$ cat config.mk
export PLATFORM = sky130hd
export DESIGN_NAME = sequence_reorder_gap_requester_top_flat
export DESIGN_NICKNAME = d
export VERILOG_FILES = /design/src/sv/sror_pkg.sv /design/src/sv/sror_item_if.sv /design/src/sv/sror_result_if.sv /design/src/sv/sror_front.sv /design/src/sv/sror_back.sv /design/src/sv/sequence_reorder_gap_requester_top.sv /design/src/flat_wrapper.sv
export SDC_FILE = /design/constraint.sdc
export NUM_CORES = 1
export LEC_CHECK = 0
export BUFFER_PORTS_ARGS = -buffer_cell sky130_fd_sc_hd__buf_2
export CORE_MARGIN = 3
export CORE_UTILIZATION = 55
export CTS_BUF_LIST = sky130_fd_sc_hd__clkbuf_8
export DETAILED_ROUTE_END_ITERATION = 10
export PLACE_DENSITY = 0.72
export SETUP_SLACK_MARGIN = 0.4
export SYNTH_ARGS = -nofsm -noshare
export SYNTH_HDL_FRONTEND = slang
export SYNTH_SLANG_ARGS = --single-unit
$ cat constraint.sdc
create_clock -name clk -period 21.4 [get_ports clk]
set_clock_uncertainty 0.1 [all_clocks]
set_input_delay 3.21 -clock clk [delete_from_list [all_inputs] [get_ports clk]]
set_output_delay 3.21 -clock clk [all_outputs]
set_load 0.05 [all_outputs]
$ cat src/sv/sror_pkg.sv
// Package: constants, types and helpers for the sequence reorder gap requester.
package sror_pkg;

    localparam int SLOTS  = 8;
    localparam int SLOT_W = (SLOTS > 1) ? $clog2(SLOTS) : 1;
    localparam int CNT_W  = $clog2(SLOTS + 1);

    localparam int SEQ_W   = 16;
    localparam int TAG_W   = 32;
    localparam int LEN_W   = 8;
    localparam int KIND_W  = 2;
    localparam int LEFT_W  = 17;
    localparam int MASK_W  = 8;
    localparam int RETRY_W = 4;
    localparam int CFG_IDX_W  = 3;
    localparam int CFG_DATA_W = 16;

    localparam logic [KIND_W-1:0] KIND_DELIVER = 2'd0;
    localparam logic [KIND_W-1:0] KIND_GAP     = 2'd1;
    localparam logic [KIND_W-1:0] KIND_SNAP    = 2'd2;

    localparam logic [CFG_IDX_W-1:0] CFG_START_SEQ   = 3'd0;
    localparam logic [CFG_IDX_W-1:0] CFG_GAP_DELAY   = 3'd1;
    localparam logic [CFG_IDX_W-1:0] CFG_JITTER_MASK = 3'd2;
    localparam logic [CFG_IDX_W-1:0] CFG_GAP_RETRY   = 3'd3;
    localparam logic [CFG_IDX_W-1:0] CFG_SNAP_WAIT   = 3'd4;
    localparam logic [CFG_IDX_W-1:0] CFG_RETRY_LIMIT = 3'd5;

    localparam logic [SEQ_W-1:0]   RST_START_SEQ   = 16'd0;
    localparam logic [SEQ_W-1:0]   RST_GAP_DELAY   = 16'd50;
    localparam logic [MASK_W-1:0]  RST_JITTER_MASK = 8'd15;
    localparam logic [SEQ_W-1:0]   RST_GAP_RETRY   = 16'd100;
    localparam logic [SEQ_W-1:0]   RST_SNAP_WAIT   = 16'd500;
    localparam logic [RETRY_W-1:0] RST_RETRY_LIMIT = 4'd3;

    localparam logic [15:0] LFSR_SEED = 16'hACE1;
    localparam logic [15:0] LFSR_TAPS = 16'hB400;

    typedef struct packed {
        logic             is_tick;
        logic [SEQ_W-1:0] seq;
        logic [TAG_W-1:0] tag;
        logic [LEN_W-1:0] len;
    } item_t;

    typedef struct packed {
        logic [KIND_W-1:0] kind;
        logic [SEQ_W-1:0]  seq_out;
        logic [SEQ_W-1:0]  to_seq;
        logic [TAG_W-1:0]  out_tag;
        logic [LEN_W-1:0]  out_len;
        logic              last;
    } result_t;

    function automatic logic behind(input logic [SEQ_W-1:0] a, input logic [SEQ_W-1:0] b);
        logic [SEQ_W-1:0] d;
        d = a - b;
        return d[SEQ_W-1];
    endfunction

    function automatic logic ahead(input logic [SEQ_W-1:0] a, input logic [SEQ_W-1:0] b);
        return (a != b) && !behind(a, b);
    endfunction

endpackage

$ cat src/sv/sror_item_if.sv
// Interface: packet/tick request channel.
interface sror_item_if;
    logic        valid;
    logic        ready;
    logic        opcode;
    logic [15:0] seq;
    logic [31:0] pkt_tag;
    logic [7:0]  pkt_len;

    modport source (output valid, output opcode, output seq, output pkt_tag, output pkt_len,
                    input ready);
    modport sink   (input valid, input opcode, input seq, input pkt_tag, input pkt_len,
                    output ready);
endinterface

$ cat src/sv/sror_result_if.sv
// Interface: result request channel.
interface sror_result_if;
    logic        valid;
    logic        ready;
    logic [1:0]  kind;
    logic [15:0] seq_out;
    logic [15:0] to_seq;
    logic [31:0] out_tag;
    logic [7:0]  out_len;
    logic        last;

    modport source (output valid, output kind, output seq_out, output to_seq, output out_tag,
                    output out_len, output last, input ready);
    modport sink   (input valid, input kind, input seq_out, input to_seq, input out_tag,
                    input out_len, input last, output ready);
endinterface

$ cat src/sv/sror_front.sv
// Front end: accepts requests, tags ticks vs packets, two-entry queue to the back end.
module sror_front
(
    input  logic              clk,
    input  logic              rst_n,
    sror_item_if.sink         item,
    output logic              q_valid,
    output sror_pkg::item_t   q_item,
    input  logic              q_pop
);

    sror_pkg::item_t mem_reg [2];
    logic            wr_ptr_reg;
    logic            rd_ptr_reg;
    logic [1:0]      count_reg;
    logic            push;
    sror_pkg::item_t in_item;

    assign item.ready = (count_reg != 2'd2);
    assign push       = item.valid && item.ready;
    assign q_valid    = (count_reg != 2'd0);
    assign q_item     = mem_reg[rd_ptr_reg];

    always_comb
    begin
        in_item.is_tick = item.opcode;
        in_item.seq     = item.seq;
        in_item.tag     = item.pkt_tag;
        in_item.len     = item.pkt_len;
    end

    always_ff @(posedge clk)
    begin
        if (push)
        begin
            mem_reg[wr_ptr_reg] <= in_item;
        end
    end

    always_ff @(posedge clk or negedge rst_n)
    begin
        if (!rst_n)
        begin
            wr_ptr_reg <= 1'b0;
            rd_ptr_reg <= 1'b0;
            count_reg  <= 2'd0;
        end
        else
        begin
            if (push)
            begin
                wr_ptr_reg <= !wr_ptr_reg;
            end
            if (q_pop)
            begin
                rd_ptr_reg <= !rd_ptr_reg;
            end
            count_reg <= count_reg + {1'b0, push} - {1'b0, q_pop};
        end
    end

endmodule

$ cat src/sv/sror_back.sv
// Back end: reorder slots, drain sequencer, gap timer and result register.
module sror_back
(
    input  logic                                  clk,
    input  logic                                  rst_n,
    input  logic                                  q_valid,
    input  sror_pkg::item_t                       q_item,
    output logic                                  q_pop,
    sror_result_if.source                         result,
    input  logic                                  cfg_we,
    input  logic [sror_pkg::CFG_IDX_W-1:0]        cfg_idx,
    input  logic [sror_pkg::CFG_DATA_W-1:0]       cfg_data
);

    localparam logic [3:0] S_IDLE  = 4'd0;
    localparam logic [3:0] S_DELIV = 4'd1;
    localparam logic [3:0] S_DRAIN = 4'd2;
    localparam logic [3:0] S_ARM   = 4'd3;
    localparam logic [3:0] S_SCANF = 4'd4;
    localparam logic [3:0] S_SCANM = 4'd5;
    localparam logic [3:0] S_GAP   = 4'd6;
    localparam logic [3:0] S_SNAP  = 4'd7;

    localparam int SW = sror_pkg::SEQ_W;
    localparam int NW = sror_pkg::SLOT_W;
    localparam int CW = sror_pkg::CNT_W;
    localparam logic [CW-1:0] SCAN_END = CW'(sror_pkg::SLOTS);

    // configuration
    logic [SW-1:0]                     gap_delay_reg;
    logic [sror_pkg::MASK_W-1:0]       jitter_mask_reg;
    logic [SW-1:0]                     gap_retry_reg;
    logic [SW-1:0]                     snap_wait_reg;
    logic [sror_pkg::RETRY_W-1:0]      retry_limit_reg;

    // slots
    logic                              slot_used_reg [sror_pkg::SLOTS];
    logic [SW-1:0]                     slot_seq_reg  [sror_pkg::SLOTS];
    logic [sror_pkg::TAG_W-1:0]        slot_tag_reg  [sror_pkg::SLOTS];
    logic [sror_pkg::LEN_W-1:0]        slot_len_reg  [sror_pkg::SLOTS];

    logic [3:0]                        state_reg, state_next;
    logic [SW-1:0]                     exp_reg, exp_next;
    logic                              armed_reg, armed_next;
    logic [sror_pkg::LEFT_W-1:0]       left_reg, left_next;
    logic [sror_pkg::RETRY_W-1:0]      retry_reg, retry_next;
    logic [15:0]                       lfsr_reg, lfsr_next;
    sror_pkg::item_t                   cur_reg, cur_next;
    logic [NW-1:0]                     idx_reg, idx_next;
    logic [CW-1:0]                     scan_reg, scan_next;
    logic [SW-1:0]                     far_seq_reg, far_seq_next;
    logic [SW-1:0]                     mn_reg, mn_next;
    logic                              have_reg, have_next;
    logic                              out_valid_reg, out_valid_next;
    sror_pkg::result_t                 out_data_reg;

    logic                              out_free;
    logic                              emit;
    sror_pkg::result_t                 emit_data;
    logic                              slot_wr_en;
    logic [NW-1:0]                     slot_wr_idx;
    logic [SW-1:0]                     slot_wr_seq;
    logic [sror_pkg::TAG_W-1:0]        slot_wr_tag;
    logic [sror_pkg::LEN_W-1:0]        slot_wr_len;
    logic                              slot_clr_en;

    logic                              dup_any;
    logic                              free_any;
    logic [NW-1:0]                     free_idx;
    logic                              hit_nxt;
    logic [NW-1:0]                     hit_idx;
    logic                              any_used;
    logic [SW-1:0]                     exp_inc;
    logic [NW-1:0]                     scan_idx;
    logic [15:0]                       lfsr_step;
    logic                              snap_cond;

    assign exp_inc   = exp_reg + 1'b1;
    assign scan_idx  = scan_reg[NW-1:0];
    assign out_free  = !out_valid_reg || result.ready;
    assign lfsr_step = (lfsr_reg >> 1) ^ (lfsr_reg[0] ? sror_pkg::LFSR_TAPS : 16'h0000);
    assign snap_cond = (retry_reg >= retry_limit_reg);

    always_comb
    begin
        dup_any  = 1'b0;
        free_any = 1'b0;
        free_idx = '0;
        hit_nxt  = 1'b0;
        hit_idx  = '0;
        any_used = 1'b0;
        for (int i = sror_pkg::SLOTS - 1; i >= 0; i--)
        begin
            if (slot_used_reg[i] && (slot_seq_reg[i] == q_item.seq))
            begin
                dup_any = 1'b1;
            end
            if (!slot_used_reg[i])
            begin
                free_any = 1'b1;
                free_idx = NW'(i);
            end
            if (slot_used_reg[i] && (slot_seq_reg[i] == exp_inc))
            begin
                hit_nxt = 1'b1;
                hit_idx = NW'(i);
            end
            if (slot_used_reg[i])
            begin
                any_used = 1'b1;
            end
        end
    end

    always_comb
    begin
        state_next   = state_reg;
        exp_next     = exp_reg;
        armed_next   = armed_reg;
        left_next    = left_reg;
        retry_next   = retry_reg;
        lfsr_next    = lfsr_reg;
        cur_next     = cur_reg;
        idx_next     = idx_reg;
        scan_next    = scan_reg;
        far_seq_next = far_seq_reg;
        mn_next      = mn_reg;
        have_next    = have_reg;
        q_pop        = 1'b0;
        emit         = 1'b0;
        emit_data    = '0;
        slot_wr_en   = 1'b0;
        slot_wr_idx  = free_idx;
        slot_wr_seq  = q_item.seq;
        slot_wr_tag  = q_item.tag;
        slot_wr_len  = q_item.len;
        slot_clr_en  = 1'b0;

        unique case (state_reg)
            S_IDLE:
            begin
                if (q_valid)
                begin
                    q_pop    = 1'b1;
                    cur_next = q_item;
                    if (q_item.is_tick)
                    begin
                        if (armed_reg)
                        begin
                            if (left_reg > sror_pkg::LEFT_W'(1))
                            begin
                                left_next = left_reg - 1'b1;
                            end
                            else
                            begin
                                scan_next  = '0;
                                have_next  = 1'b0;
                                state_next = S_SCANM;
                            end
                        end
                    end
                    else if (!sror_pkg::behind(q_item.seq, exp_reg))
                    begin
                        if (q_item.seq == exp_reg)
                        begin
                            state_next = S_DELIV;
                        end
                        else if (dup_any)
                        begin
                            state_next = S_ARM;
                        end
                        else if (free_any)
                        begin
                            slot_wr_en = 1'b1;
                            state_next = S_ARM;
                        end
                        else
                        begin
                            idx_next     = '0;
                            far_seq_next = slot_seq_reg[0];
                            scan_next    = CW'(1);
                            state_next   = S_SCANF;
                        end
                    end
                end
            end
            S_DELIV, S_DRAIN:
            begin
                if (out_free)
                begin
                    emit              = 1'b1;
                    emit_data.kind    = sror_pkg::KIND_DELIVER;
                    emit_data.seq_out = exp_reg;
                    emit_data.out_tag = (state_reg == S_DELIV) ? cur_reg.tag
                                                               : slot_tag_reg[idx_reg];
                    emit_data.out_len = (state_reg == S_DELIV) ? cur_reg.len
                                                               : slot_len_reg[idx_reg];
                    emit_data.last    = !hit_nxt;
                    slot_clr_en       = (state_reg == S_DRAIN);
                    exp_next          = exp_inc;
                    if (hit_nxt)
                    begin
                        idx_next   = hit_idx;
                        state_next = S_DRAIN;
                    end
                    else
                    begin
                        armed_next = 1'b0;
                        state_next = S_ARM;
                    end
                end
            end
            S_ARM:
            begin
                if (!armed_reg && any_used)
                begin
                    lfsr_next  = lfsr_step;
                    left_next  = {1'b0, gap_delay_reg}
                               + sror_pkg::LEFT_W'(lfsr_step[7:0] & jitter_mask_reg);
                    armed_next = 1'b1;
                    retry_next = '0;
                end
                state_next = S_IDLE;
            end
            S_SCANF:
            begin
                if (scan_reg == SCAN_END)
                begin
                    if (sror_pkg::behind(cur_reg.seq, far_seq_reg))
                    begin
                        slot_wr_en  = 1'b1;
                        slot_wr_idx = idx_reg;
                        slot_wr_seq = cur_reg.seq;
                        slot_wr_tag = cur_reg.tag;
                        slot_wr_len = cur_reg.len;
                    end
                    state_next = S_ARM;
                end
                else
                begin
                    if (sror_pkg::ahead(slot_seq_reg[scan_idx], far_seq_reg))
                    begin
                        idx_next     = scan_idx;
                        far_seq_next = slot_seq_reg[scan_idx];
                    end
                    scan_next = scan_reg + 1'b1;
                end
            end
            S_SCANM:
            begin
                if (scan_reg == SCAN_END)
                begin
                    if (!have_reg)
                    begin
                        armed_next = 1'b0;
                        left_next  = '0;
                        state_next = S_IDLE;
                    end
                    else
                    begin
                        state_next = S_GAP;
                    end
                end
                else
                begin
                    if (slot_used_reg[scan_idx] &&
                        (!have_reg || sror_pkg::behind(slot_seq_reg[scan_idx], mn_reg)))
                    begin
                        mn_next   = slot_seq_reg[scan_idx];
                        have_next = 1'b1;
                    end
                    scan_next = scan_reg + 1'b1;
                end
            end
            S_GAP:
            begin
                if (out_free)
                begin
                    emit              = 1'b1;
                    emit_data.kind    = sror_pkg::KIND_GAP;
                    emit_data.seq_out = exp_reg;
                    emit_data.to_seq  = mn_reg - 1'b1;
                    emit_data.last    = !snap_cond;
                    if (snap_cond)
                    begin
                        retry_next = '0;
                        left_next  = {1'b0, snap_wait_reg};
                        state_next = S_SNAP;
                    end
                    else
                    begin
                        retry_next = retry_reg + 1'b1;
                        left_next  = {1'b0, gap_retry_reg};
                        state_next = S_IDLE;
                    end
                end
            end
            S_SNAP:
            begin
                if (out_free)
                begin
                    emit           = 1'b1;
                    emit_data.kind = sror_pkg::KIND_SNAP;
                    emit_data.last = 1'b1;
                    state_next     = S_IDLE;
                end
            end
            default:
            begin
                state_next = S_IDLE;
            end
        endcase

        if (cfg_we && (cfg_idx == sror_pkg::CFG_START_SEQ))
        begin
            exp_next = cfg_data;
        end
    end

    always_comb
    begin
        if (emit)
        begin
            out_valid_next = 1'b1;
        end
        else if (result.ready)
        begin
            out_valid_next = 1'b0;
        end
        else
        begin
            out_valid_next = out_valid_reg;
        end
    end

    assign result.valid   = out_valid_reg;
    assign result.kind    = out_data_reg.kind;
    assign result.seq_out = out_data_reg.seq_out;
    assign result.to_seq  = out_data_reg.to_seq;
    assign result.out_tag = out_data_reg.out_tag;
    assign result.out_len = out_data_reg.out_len;
    assign result.last    = out_data_reg.last;

    // payload registers
    always_ff @(posedge clk)
    begin
        cur_reg     <= cur_next;
        idx_reg     <= idx_next;
        scan_reg    <= scan_next;
        far_seq_reg <= far_seq_next;
        mn_reg      <= mn_next;
        have_reg    <= have_next;
        if (emit)
        begin
            out_data_reg <= emit_data;
        end
        if (slot_wr_en)
        begin
            slot_seq_reg[slot_wr_idx] <= slot_wr_seq;
            slot_tag_reg[slot_wr_idx] <= slot_wr_tag;
            slot_len_reg[slot_wr_idx] <= slot_wr_len;
        end
    end

    always_ff @(posedge clk or negedge rst_n)
    begin
        if (!rst_n)
        begin
            state_reg     <= S_IDLE;
            exp_reg       <= sror_pkg::RST_START_SEQ;
            armed_reg     <= 1'b0;
            left_reg      <= '0;
            retry_reg     <= '0;
            lfsr_reg      <= sror_pkg::LFSR_SEED;
            out_valid_reg <= 1'b0;
            for (int i = 0; i < sror_pkg::SLOTS; i++)
            begin
                slot_used_reg[i] <= 1'b0;
            end
        end
        else
        begin
            state_reg     <= state_next;
            exp_reg       <= exp_next;
            armed_reg     <= armed_next;
            left_reg      <= left_next;
            retry_reg     <= retry_next;
            lfsr_reg      <= lfsr_next;
            out_valid_reg <= out_valid_next;
            if (slot_wr_en)
            begin
                slot_used_reg[slot_wr_idx] <= 1'b1;
            end
            if (slot_clr_en)
            begin
                slot_used_reg[idx_reg] <= 1'b0;
            end
        end
    end

    always_ff @(posedge clk or negedge rst_n)
    begin
        if (!rst_n)
        begin
            gap_delay_reg   <= sror_pkg::RST_GAP_DELAY;
            jitter_mask_reg <= sror_pkg::RST_JITTER_MASK;
            gap_retry_reg   <= sror_pkg::RST_GAP_RETRY;
            snap_wait_reg   <= sror_pkg::RST_SNAP_WAIT;
            retry_limit_reg <= sror_pkg::RST_RETRY_LIMIT;
        end
        else if (cfg_we)
        begin
            unique case (cfg_idx)
                sror_pkg::CFG_START_SEQ:   ;
                sror_pkg::CFG_GAP_DELAY:   gap_delay_reg   <= cfg_data;
                sror_pkg::CFG_JITTER_MASK: jitter_mask_reg <= cfg_data[sror_pkg::MASK_W-1:0];
                sror_pkg::CFG_GAP_RETRY:   gap_retry_reg   <= cfg_data;
                sror_pkg::CFG_SNAP_WAIT:   snap_wait_reg   <= cfg_data;
                sror_pkg::CFG_RETRY_LIMIT: retry_limit_reg <= cfg_data[sror_pkg::RETRY_W-1:0];
                default:                   ;
            endcase
        end
    end

    a_pop_idle: assert property (@(posedge clk) disable iff (!rst_n)
        q_pop |-> (state_reg == S_IDLE))
        else $error("queue popped outside idle");

    a_drain_used: assert property (@(posedge clk) disable iff (!rst_n)
        (state_reg == S_DRAIN) |-> slot_used_reg[idx_reg])
        else $error("draining an empty slot");

    a_snap_retry: assert property (@(posedge clk) disable iff (!rst_n)
        (state_reg == S_SNAP) |-> (retry_reg == '0))
        else $error("retry count not cleared before snapshot");

    a_snap_last: assert property (@(posedge clk) disable iff (!rst_n)
        (out_valid_reg && (out_data_reg.kind == sror_pkg::KIND_SNAP)) |-> out_data_reg.last)
        else $error("snapshot request not marked last");

endmodule

$ cat src/sv/sequence_reorder_gap_requester_top.sv
// Top level: sequence reorder buffer with gap and snapshot requests.
//
//  channel  dir  handshake        payload
//  item     in   valid/ready      opcode, seq, pkt_tag, pkt_len
//  result   out  valid/ready      kind, seq_out, to_seq, out_tag, out_len, last
//  cfg      in   cfg_we           cfg_idx, cfg_data
//
// A tick that expires the gap timer scans every slot, then issues a gap request, and a
// snapshot request once the retry limit is reached (neither with an empty buffer); an
// early packet with a full buffer scans every slot; an in-order packet drains successors.
// The back end serves one request at a time; slot scans step one slot per cycle.
// A two-entry input queue and a result register decouple both sides from stalls.
// Reset is asynchronous active low and clears all slots and control state.
module sequence_reorder_gap_requester_top
(
    input  logic                              clk,
    input  logic                              rst_n,
    sror_item_if.sink                         item,
    sror_result_if.source                     result,
    input  logic                              cfg_we,
    input  logic [sror_pkg::CFG_IDX_W-1:0]    cfg_idx,
    input  logic [sror_pkg::CFG_DATA_W-1:0]   cfg_data
);

    logic            q_valid;
    sror_pkg::item_t q_item;
    logic            q_pop;

    sror_front u_front
    (
        .clk     (clk),
        .rst_n   (rst_n),
        .item    (item),
        .q_valid (q_valid),
        .q_item  (q_item),
        .q_pop   (q_pop)
    );

    sror_back u_back
    (
        .clk      (clk),
        .rst_n    (rst_n),
        .q_valid  (q_valid),
        .q_item   (q_item),
        .q_pop    (q_pop),
        .result   (result),
        .cfg_we   (cfg_we),
        .cfg_idx  (cfg_idx),
        .cfg_data (cfg_data)
    );

endmodule

$ cat src/flat_wrapper.sv
// flat-port wrapper written by rule: the top's interface ports become plain ports
module sequence_reorder_gap_requester_top_flat 
  (clk, rst_n, cfg_we, cfg_idx, cfg_data, item_valid, item_opcode, item_seq, item_pkt_tag, item_pkt_len, item_ready, result_valid, result_kind, result_seq_out, result_to_seq, result_out_tag, result_out_len, result_last, result_ready);
  sror_item_if item_i ();
  sror_result_if result_i ();
  input  logic clk;
  input  logic rst_n;
  input  logic cfg_we;
  input  logic [sror_pkg::CFG_IDX_W-1:0] cfg_idx;
  input  logic [sror_pkg::CFG_DATA_W-1:0] cfg_data;
  input wire logic [$bits(item_i.valid)-1:0] item_valid;
  input wire logic [$bits(item_i.opcode)-1:0] item_opcode;
  input wire logic [$bits(item_i.seq)-1:0] item_seq;
  input wire logic [$bits(item_i.pkt_tag)-1:0] item_pkt_tag;
  input wire logic [$bits(item_i.pkt_len)-1:0] item_pkt_len;
  output wire logic [$bits(item_i.ready)-1:0] item_ready;
  output wire logic [$bits(result_i.valid)-1:0] result_valid;
  output wire logic [$bits(result_i.kind)-1:0] result_kind;
  output wire logic [$bits(result_i.seq_out)-1:0] result_seq_out;
  output wire logic [$bits(result_i.to_seq)-1:0] result_to_seq;
  output wire logic [$bits(result_i.out_tag)-1:0] result_out_tag;
  output wire logic [$bits(result_i.out_len)-1:0] result_out_len;
  output wire logic [$bits(result_i.last)-1:0] result_last;
  input wire logic [$bits(result_i.ready)-1:0] result_ready;
  assign item_i.valid = item_valid;
  assign item_i.opcode = item_opcode;
  assign item_i.seq = item_seq;
  assign item_i.pkt_tag = item_pkt_tag;
  assign item_i.pkt_len = item_pkt_len;
  assign item_ready = item_i.ready;
  assign result_valid = result_i.valid;
  assign result_kind = result_i.kind;
  assign result_seq_out = result_i.seq_out;
  assign result_to_seq = result_i.to_seq;
  assign result_out_tag = result_i.out_tag;
  assign result_out_len = result_i.out_len;
  assign result_last = result_i.last;
  assign result_i.ready = result_ready;
  sequence_reorder_gap_requester_top u_core (.clk(clk), .rst_n(rst_n), .item(item_i), .result(result_i), .cfg_we(cfg_we), .cfg_idx(cfg_idx), .cfg_data(cfg_data));
endmodule
### Word-level counts from Yosys, hierarchy flattened

Memories as Yosys holds them, arrays and structs flattened. A register that Yosys moved wholly into a read port is not among the register bits.
Cells that the tools add are included.

* multiplexer cells: 181
* add/subtract/negate cells: 12
* equality and inequality tests: 62
* bitwise operators: 9
* order comparisons: 7
* reductions and logical operators: 68

Operators with widths (count)
* 16-bit == test: 17
* 16-bit two-way mux: 17
* 17-bit two-way mux: 8
* 32-bit two-way mux: 4
* 3-bit two-way mux: 37
* 4-bit two-way mux: 22
* 1-bit two-way mux: 70
* 17-bit one-hot mux with 4 select lines: 1
* 16-bit one-hot mux with 2 select lines: 2
* 16-bit subtractor: 4
* 8-bit two-way mux: 6
* 2-bit inequality test (second input constant): 24
* 9-bit AND reduction: 4
* 33-bit two-way mux: 1
* 4-bit one-hot mux with 6 select lines: 1
* 1-bit logical AND: 23
* 2-bit AND reduction: 10
* 3-bit inequality test (second input constant): 6
* 16-bit by 8-bit adder with 17-bit output: 1
* 17-bit by 1-bit > comparator with 1-bit output (second input constant): 1
* 17-bit by 1-bit subtractor with 17-bit output (second input constant): 1
* 16-bit by 1-bit adder with 16-bit output (second input constant): 1
* 8-bit bitwise AND: 2
* 4-bit by 3-bit == test with 1-bit output (second input constant): 4
* other kinds (41): 72

* register bits: 302
* memories kept: 4
* output and inout port bits: 77
* RAM bits: 562
* input bits: 81
* word-level logic and storage cells: 380

Memories
* u_core.u_back.slot_tag_reg: words 8, bits a word 32, rd ports 1, clocked after memory_dff 1, wr ports 1, RTL line sror_back.sv:39 `logic [sror_pkg::TAG_W-1:0] slot_tag_reg [sror_pkg::SLOTS];`
* u_core.u_back.slot_seq_reg: words 8, bits a word 16, rd ports 9, clocked after memory_dff 1, wr ports 1, RTL line sror_back.sv:38 `logic [SW-1:0] slot_seq_reg [sror_pkg::SLOTS];`
* u_core.u_front.mem_reg: words 2, bits a word 57, rd ports 1, clocked after memory_dff 0, wr ports 1, RTL line sror_front.sv:12 `sror_pkg::item_t mem_reg [2];`
* u_core.u_back.slot_len_reg: words 8, bits a word 8, rd ports 1, clocked after memory_dff 1, wr ports 1, RTL line sror_back.sv:40 `logic [sror_pkg::LEN_W-1:0] slot_len_reg [sror_pkg::SLOTS];`

### Longest topological paths before layout

Gate-level depths: netlist of the first run.

* depth after elaboration: 20
* gate-level depth with buffers: 16
* depth with buffers taken out: 13

### Hierarchy

From an unflattened synthesis of the first run, not the netlist that was laid out.

* cell total of the unflattened synthesis: 2838
* area total of the unflattened synthesis: 41373.4 um^2

Modules (own cells, without submodules)
* sror_back: area an instance 36988.0 um^2, cells each 2644, seq. area each 21893.5 um^2, instances 1
* sror_front: area an instance 4385.5 um^2, cells each 194, seq. area each 3523.4 um^2, instances 1

### Least setup slack after synthesis of the first run

OpenSTA, ideal clock, no wires.

* path type: register to register
* from: register u_core.u_back.state_reg[1]
* to: memory u_core.u_back.slot_len_reg[3][0] (netlist name) (enable)
* arrival time: 6248 ps
* setup slack: 14564 ps
* period minus slack after synthesis: 6836 ps
* cell stages (with the launch flop): 8
* path buffers: 2
* data required time: 20812 ps
* setup time: 488 ps
* cell sequence: dfrtp_1 > clkbuf_1 > nor3_1 > and2_1 > clkbuf_1 > and4bb_2 > a32oi_2 > a21oi_1

* longest elaborated chain between the ends: 4
* elaborated cells between the ends (all ways): 6
* those cells by class: eq/ne: 1; mux: 4; reduce/logical: 1

Ends and longest elaborated chain
* start, declared: RTL line sror_back.sv:42 `logic [3:0] state_reg, state_next;`
* start signal, assigned: RTL line sror_back.sv:383 `state_reg <= state_next;`
* 4-bit by 3-bit == test with 1-bit output / 4-bit zero test (equally long branches): RTL line sror_back.sv:139 `unique case (state_reg)`
* 1-bit one-hot mux with 2 select lines: RTL line sror_back.sv:139
* 1-bit two-way mux: RTL line sror_back.sv:357 `if (slot_wr_en)`
* 1-bit two-way mux (implied by the code): RTL line sror_back.sv:361 `slot_len_reg[slot_wr_idx] <= slot_wr_len;`
* end, declared: RTL line sror_back.sv:40

Parallel ways exist; a longest one is shown, timed or not.

==> run summary, run 1 <==
Setup Crit Path Kind: flip-flop to flip-flop
Site Rows: 100
DRC: 0
Worst-Skew Late Latency: 0.79 ns
starting DRC count in detailed routing: 2,949
vias per cell: 6.322
most frequent cells in the layout: edfxtp_1 (733), xnor2_1 (247), mux2_2 (172), nor2_1 (171), buf_2 (156)
H-tree depth: 4
Port Buffers: 157
synthesis warning total: 0
Final Wtd Congestion: 1.018
total gr overflow: 0
Max Cap Viol: 0
maximum fanout along the worst path: 34
Die X: 280.7 um
Overall Global Routing Usage: 30.56%
Reg-to-Reg Start: u_core.u_front.rd_ptr_reg
area of the multi-input gates: 15,310 um2
Layout Utilization: 61.92%
PD cells: 136.5 nW/um2
R2R cell count: 14
post-DP HPWL: 81.74 mm
Seq/Total Area, Yosys: 61.26%
WHS Endpoint: u_core.u_back.jitter_mask_reg[4]
Routed Antenna Nets: 0
Area contributors post-synth: edfxtp_1 (53%), dfrtp_1 (6.3%), mux4_2 (6.2%)
status: complete, no violations
setup_tns: 0 ns
relative slew slack: 21.21%
period utilization: 30.37%
WL final: 119.3 mm
worst hold path depth: 1
Fillers: 5,619
Setup violations, final: 0
first-pass GRT wire length: 175.3 mm
Num CTS Buffers: 144
Syn-to-layout area delta: 11.29%
critical path required time: 21.70 ns
maximum VDD drop: 0.09903 mV
vias in the first global route: 26,631
synthesized cell area: 41,490 um2
Largest register FFs: 256
layout cells sized above 1: 23.94%
Final nets: 3,278
clk sink count: 869
HP Start: u_core.u_back.jitter_mask_reg[4]
Post-synth top flop: edfxtp_1
largest net degree at the start of global routing: 73
post-synth top area cell: edfxtp_1
EDFF count, synth: 733
Worst Tran Pin Value: 1.176 ns
area share of the largest cell type after synthesis: 53.05%
Period minus WS final: 6.499 ns
buffer levels on the longest clock path: 3
register bit count reported by yosys: 869
post-synthesis instance total: 2,910
crit-path leading delay family: simple AND/OR/NAND/NOR gates
Max Clk Rate: 153.9 MHz
crit end category: flip-flop
Avg Inst Size Synth: 14.26 um2
initial antenna violation count: 6
CTS root buf: clkbuf_8
Synth async-reset ratio: 14.96%
commonest non-fill, non-tap cell in the layout: edfxtp_1
CTS resizes: 0
most used cell, CP: a21oi_1
postcts setup bufs: 0
Critical Path, Cell by Cell: mux2i_2, inv_1, ha_1, nor2b_1, o21a_1, o21ai_0, a21oi_1, or3_1, a21oi_1, mux2i_1, and4bb_2, a32oi_2, nor2_4, buf_4
CP arrival: 6.80 ns
type of origin of the critical path: flip-flop
Reg area: 25,430 um2
crit-path max cell delay: 0.96 ns
buffer and inverter count on the worst path: 2
# hold bufs at CTS: 0
WL/cell: 28.36 um
CTS tree: done
Slew Limit Fails: 0
post-synth cell types: 95
Die H: 280.7 um
LEAKAGE: 16.39 nW
Die Area: 78,770 um2
R2R Setup Slk: 14.90 ns
reg2reg end: u_core.u_back.slot_seq_reg[5][4]
syn_nets: 3,071
Final Hold Vio Count: 0
hold crit path type: flip-flop to flip-flop
I/O pin total: 158
Slowest-stage cell, CP: mux2i_2
starting density of the core: 55.64%
vias: 26,583
Worst-path clk slew: 0.05 ns
total core area: 74,570 um2
Pre-Repair DR Iteration Count: 6
RSZ-0062 raised after global routing: no
==> per-layer routing <==
metal	GRT usage [%]	share of wire (%)	vias to the layer above
met5	0	0	-
met1	41.51	40	13511
met3	6.687	9.2	240
met2	48.49	47	1307
met4	12.27	3.9	0
li1	-	-	11525
==> cell usage after synthesis, drive strengths merged (5+ instances only) <==
master,instances
edfxtp,733
xnor2,251
nor2,181
mux2,175
nand2,148
mux4,114
dfrtp,104
a21oi,95
clkbuf,93
o21ai,91
inv,90
mux2i,81
ha,79
xor2,67
a211oi,62
nand3,53
nor4,49
buf,47
nor3,47
nand4,41
dfstp,26
and2,24
a21o,20
nor2b,19
nand2b,17
and3,12
or3,12
or4,12
a221oi,10
a31oi,10
o32ai,9
nand4b,8
o211ai,8
o31ai,8
or2,7
dfxtp,6
o2111ai,6
o221ai,6
a31o,5
o21a,5
o22ai,5
==> power breakdown <==
group | leakage (nW) | internal (mW) | total, mW | switching, mW
Sequential | 8.30 | 2.34 | 2.59 | 0.249
Clock | 1.57 | 0.705 | 1.37 | 0.668
Combinational | 6.51 | 0.816 | 2.34 | 1.53
Total | 16.4 | 3.86 | 6.30 | 2.44
==> layout make-up <==
class | count | share of cell area (%)
multi-input combinational | 1807 | 33.16
tap | 969 | 2.626
antenna | 3 | 0.01626
sequential | 869 | 55.08
inverter | 94 | 0.7642
clock inverter | 110 | 1.390
clock buffer | 152 | 4.531
timing repair buffer | 201 | 2.431
==> logic make-up (layout without fill, tap and decap cells) <==
logic type | after synthesis | in the layout | synth area share, %
buf+inv | 234 | 557 | 2.204
compound gates | 383 | 383 | 6.074
flops | 869 | 869 | 61.26
simple gates | 649 | 649 | 7.937
fa+ha+maj | 83 | 83 | 2.503
xor+xnor | 322 | 322 | 7.002
other cells | 0 | 3 | 0
mux | 370 | 370 | 13.02
==> worst max path at each step <==
stage | from | to | slack (ns) | cells past startpoint
after global placement | result_ready | u_core.u_back.result.out_len[1] | 14.78 | 8
final | u_core.u_front.rd_ptr_reg | u_core.u_back.slot_seq_reg[5][4] | 14.90 | 14
after CTS | u_core.u_front.rd_ptr_reg | u_core.u_back.slot_seq_reg[3][13] | 15.02 | 14
after global routing | u_core.u_front.rd_ptr_reg | u_core.u_back.slot_seq_reg[5][5] | 14.69 | 14
after floorplan | u_core.u_back.state_reg[1] | u_core.u_back.slot_len_reg[3][0] | 14.56 | 7
after detailed placement | result_ready | u_core.u_back.result.out_len[1] | 14.70 | 8
==> metrics by stage <==
step / hold WS [ns] / worst slack, ns / instance area (um2) / power [mW] / std cells
6_report: 0.4013 / 14.90 / 46170 / 6.301 / 4205
5_1_grt: 0.4142 / 14.69 / 46170 / 6.621 / 4204
4_1_cts: 0.4022 / 15.02 / 46170 / 6.333 / 4202
3_5_place_dp: 0.3899 / 14.70 / 43430 / 4.943 / 3940
3_3_place_gp: 0.3746 / 14.78 / 43430 / 4.880 / 3940
2_1_floorplan: 0.3493 / 14.56 / 41490 / 4.234 / 2910
No activity file was read; power rests on OpenSTA's default activity.
==> run 2: changes to the inputs <==
--- a/config.mk
+++ b/config.mk
@@ -10,7 +10,7 @@
 export CORE_UTILIZATION = 55
 export CTS_BUF_LIST = sky130_fd_sc_hd__clkbuf_8
 export DETAILED_ROUTE_END_ITERATION = 10
-export PLACE_DENSITY = 0.72
+export PLACE_DENSITY = 0.75
 export SETUP_SLACK_MARGIN = 0.4
 export SYNTH_ARGS = -nofsm -noshare
 export SYNTH_HDL_FRONTEND = slang
==> constraint.sdc (replaced) <==
create_clock -name clk -period 5.5 [get_ports clk]
set_clock_uncertainty 0.1 [all_clocks]
set_input_delay 0.825 -clock clk [delete_from_list [all_inputs] [get_ports clk]]
set_output_delay 0.825 -clock clk [all_outputs]
set_load 0.05 [all_outputs]
==> run 2 against run 1 <==
  * First-iteration DRC count up 0.51%
  * Register-to-register slack lost 14 ns
  * Via count about the same
  * Sequential share of layout area is 0.58 points lower
  * Fmax is 34% higher
  * Final cell count up 0.95%
  * Count of clock-buffer cells in the layout is 4 lower
  * Largest cell class unchanged
  * Highest routed layer is now met5
==> run summary, run 2 (synthesis gave the netlist of run 1 again) <==
status: complete, no violations
Final Hold Vio Count: 0 (unchanged)
maximum fanout along the worst path: 20 (-41%)
buffer levels on the longest clock path: 3 (unchanged)
Worst Tran Pin Value: 1.154 ns (-0.02163 ns)
WL/cell: 28.58 um (+0.78%)
Layout Utilization: 62.57% (+0.65 points)
Max Clk Rate: 206.3 MHz (+34%)
buffer and inverter count on the worst path: 0 (-2)
DRC: 0 (unchanged)
most frequent cells in the layout: edfxtp_1 (733), xnor2_1 (247), mux2_2 (172), nor2_1 (171), buf_2 (156)
Largest register FFs: 256 (unchanged)
Worst-path clk slew: 0.06 ns (about the same)
Die H: 280.7 um (unchanged)
Max Cap Viol: 0 (unchanged)
Critical Path, Cell by Cell: mux4_2, mux2i_1, ha_1, nor2b_1, o21ai_0, nand2b_1, a21oi_1, o21ai_0, a211o_1, mux2i_1, a21oi_1, a2bb2oi_2, mux2_1
Logic pwr share: 38.2% (+1.0 points)
WL final: 121.3 mm (+1.7%)
Setup Crit Path Kind: flip-flop to flip-flop
Port Buffers: 157 (unchanged)
vias in the first global route: 26,957 (+1.2%)
setup_tns: 0 ns (unchanged)
Period minus WS final: 4.848 ns (-1.652 ns)
Final Wtd Congestion: 0.9782 (-3.9%)
I/O pin total: 158 (unchanged)
LEAKAGE: 16.64 nW (+1.5%)
CTS tree: done
R2R cell count: 13 (-1)
Fillers: 5,508 (-2.0%)
initial antenna violation count: 7 (+1)
Slowest-stage cell, CP: dfxtp_2
H-tree depth: 4 (unchanged)
PD cells: 533.1 nW/um2 (+290%)
area of the multi-input gates: 15,300 um2 (about the same)
CTS root buf: clkbuf_8
Reg area: 25,430 um2 (about the same)
placed instance area: 43,920 um2 (+1.1%)
Setup violations, final: 0 (unchanged)
RSZ-0062 raised after global routing: no
Routed Antenna Nets: 0 (unchanged)
type of origin of the critical path: flip-flop
total core area: 74,570 um2 (unchanged)
Num CTS Buffers: 141 (-2.1%)
period utilization: 88.14% (+58 points)
crit end category: flip-flop
hold crit path type: primary input to flip-flop
critical path required time: 6.07 ns (-15.63 ns)
layout cells sized above 1: 25.17% (+1.2 points)
Die X: 280.7 um (unchanged)
sequential power share: 40.0% (-1.0 points)
Overall Global Routing Usage: 31.14% (+0.57 points)
Die Area: 78,770 um2 (unchanged)
maximum VDD drop: 0.4291 mV (+330%)
vias: 26,584 (+0.0038%)
largest net degree at the start of global routing: 92 (+26%)
Site Rows: 100 (unchanged)
starting density of the core: 55.64% (unchanged)
clk sink count: 869 (unchanged)
crit-path leading delay family: multiplexers
Final nets: 3,326 (+1.5%)
postcts setup bufs: 0 (unchanged)
post-DP HPWL: 85.28 mm (+4.3%)
R2R Setup Slk: 0.65 ns (-14.25 ns)
Final Cell Area: 46,660 um2 (+1.1%)
vias per cell: 6.262 (-0.94%)
Pre-Repair DR Iteration Count: 5 (-1)
Worst-Skew Late Latency: 0.81 ns (+0.02 ns)
Sw Share: 39.27% (+0.49 points)
relative slew slack: 22.79% (+1.6 points)
CTS resizes: 0 (unchanged)
post-place setup slack: 0.6706 ns (-14.03 ns)
Stages on worst setup path: 13 (-1)
Final Worst Setup Slack: 0.6522 ns (-14.25 ns)
crit-path max cell delay: 0.75 ns (-0.21 ns)
total gr overflow: 0 (unchanged)
# hold bufs at CTS: 1 (+1)
first-pass GRT wire length: 177.9 mm (+1.5%)
Clk pwr share: 21.8% (about the same)
Slew Limit Fails: 0 (unchanged)
CP arrival: 5.42 ns (-1.38 ns)
starting DRC count in detailed routing: 2,964 (+0.51%)
NetSw: 9.769 mW (+300%)
commonest non-fill, non-tap cell in the layout: edfxtp_1
cell-internal power: 15.11 mW (+290%)
Syn-to-layout area delta: 12.46%
-- run 2: cell types whose count changed in the layout (fill, tap and decap cells not counted), moves of 3 or more --
cell | before | now
inv_16 | 1 | 5
buf_12 | 0 | 10
inv_1 | 144 | 130
clkinv_2 | 6 | 13
clkinvlp_4 | 5 | 0
clkbuf_8 | 152 | 148
buf_4 | 44 | 84
clkinv_8 | 3 | 0
-- run 2: cell type report --
type                       instances  area share [%]
tap                              969           2.598
sequential                       869           54.50
clock buffer                     148           4.366
clock inverter                   104           1.475
antenna                            2         0.01073
inverter                          94          0.7562
multi-input combinational       1807           32.79
timing repair buffer             252           3.499
-- run 2: how the worst min path moves through the flow --
| stage | start | endpoint | slack (ns) | cells after the start |
|---|---|---|---|---|
| finish | item_pkt_len[0] | u_core.u_front.mem_reg[0][0] | 0.1 | 1 |
| global route | item_pkt_len[1] | u_core.u_front.mem_reg[0][1] | 0.05 | 1 |
| CTS | item_pkt_len[0] | u_core.u_front.mem_reg[0][0] | 0.02 | 1 |
| detailed placement | u_core.u_back.jitter_mask_reg[6] | u_core.u_back.jitter_mask_reg[6] | 0.39 | 1 |
| global placement | u_core.u_back.retry_reg[3] | u_core.u_back.retry_reg[3] | 0.37 | 1 |
| floorplan | u_core.u_back.retry_reg[3] | u_core.u_back.retry_reg[3] | 0.35 | 1 |
-- run 2: power groups by stage --
stage / clock network, mW / logic [mW] / registers (mW)
2_1_floorplan: 0 / 5.83 / 10.6
3_3_place_gp: 0 / 9.26 / 10.0
3_5_place_dp: 0 / 9.44 / 10.0
4_1_cts: 5.54 / 9.50 / 9.93
5_1_grt: 5.84 / 10.2 / 10.1
6_report: 5.41 / 9.51 / 9.95
-- run 2: per-stage QoR --
step / hold WS, ns / total power, mW / std cells
final: 0.09540 / 24.88 / 4245
after global routing: 0.05498 / 26.07 / 4244
after CTS: 0.01842 / 24.96 / 4243
after detailed placement: 0.3875 / 19.49 / 3990
after global placement: 0.3701 / 19.26 / 3990
after floorplan: 0.3493 / 16.47 / 2910
-- run 2: layer usage --
layer | GRT usage, % | part of all wire (%)
met1 | 43.45 | 41
met2 | 49.44 | 47
met3 | 5.632 | 8.0
met4 | 11.61 | 3.6
met5 | 0 | 0.017
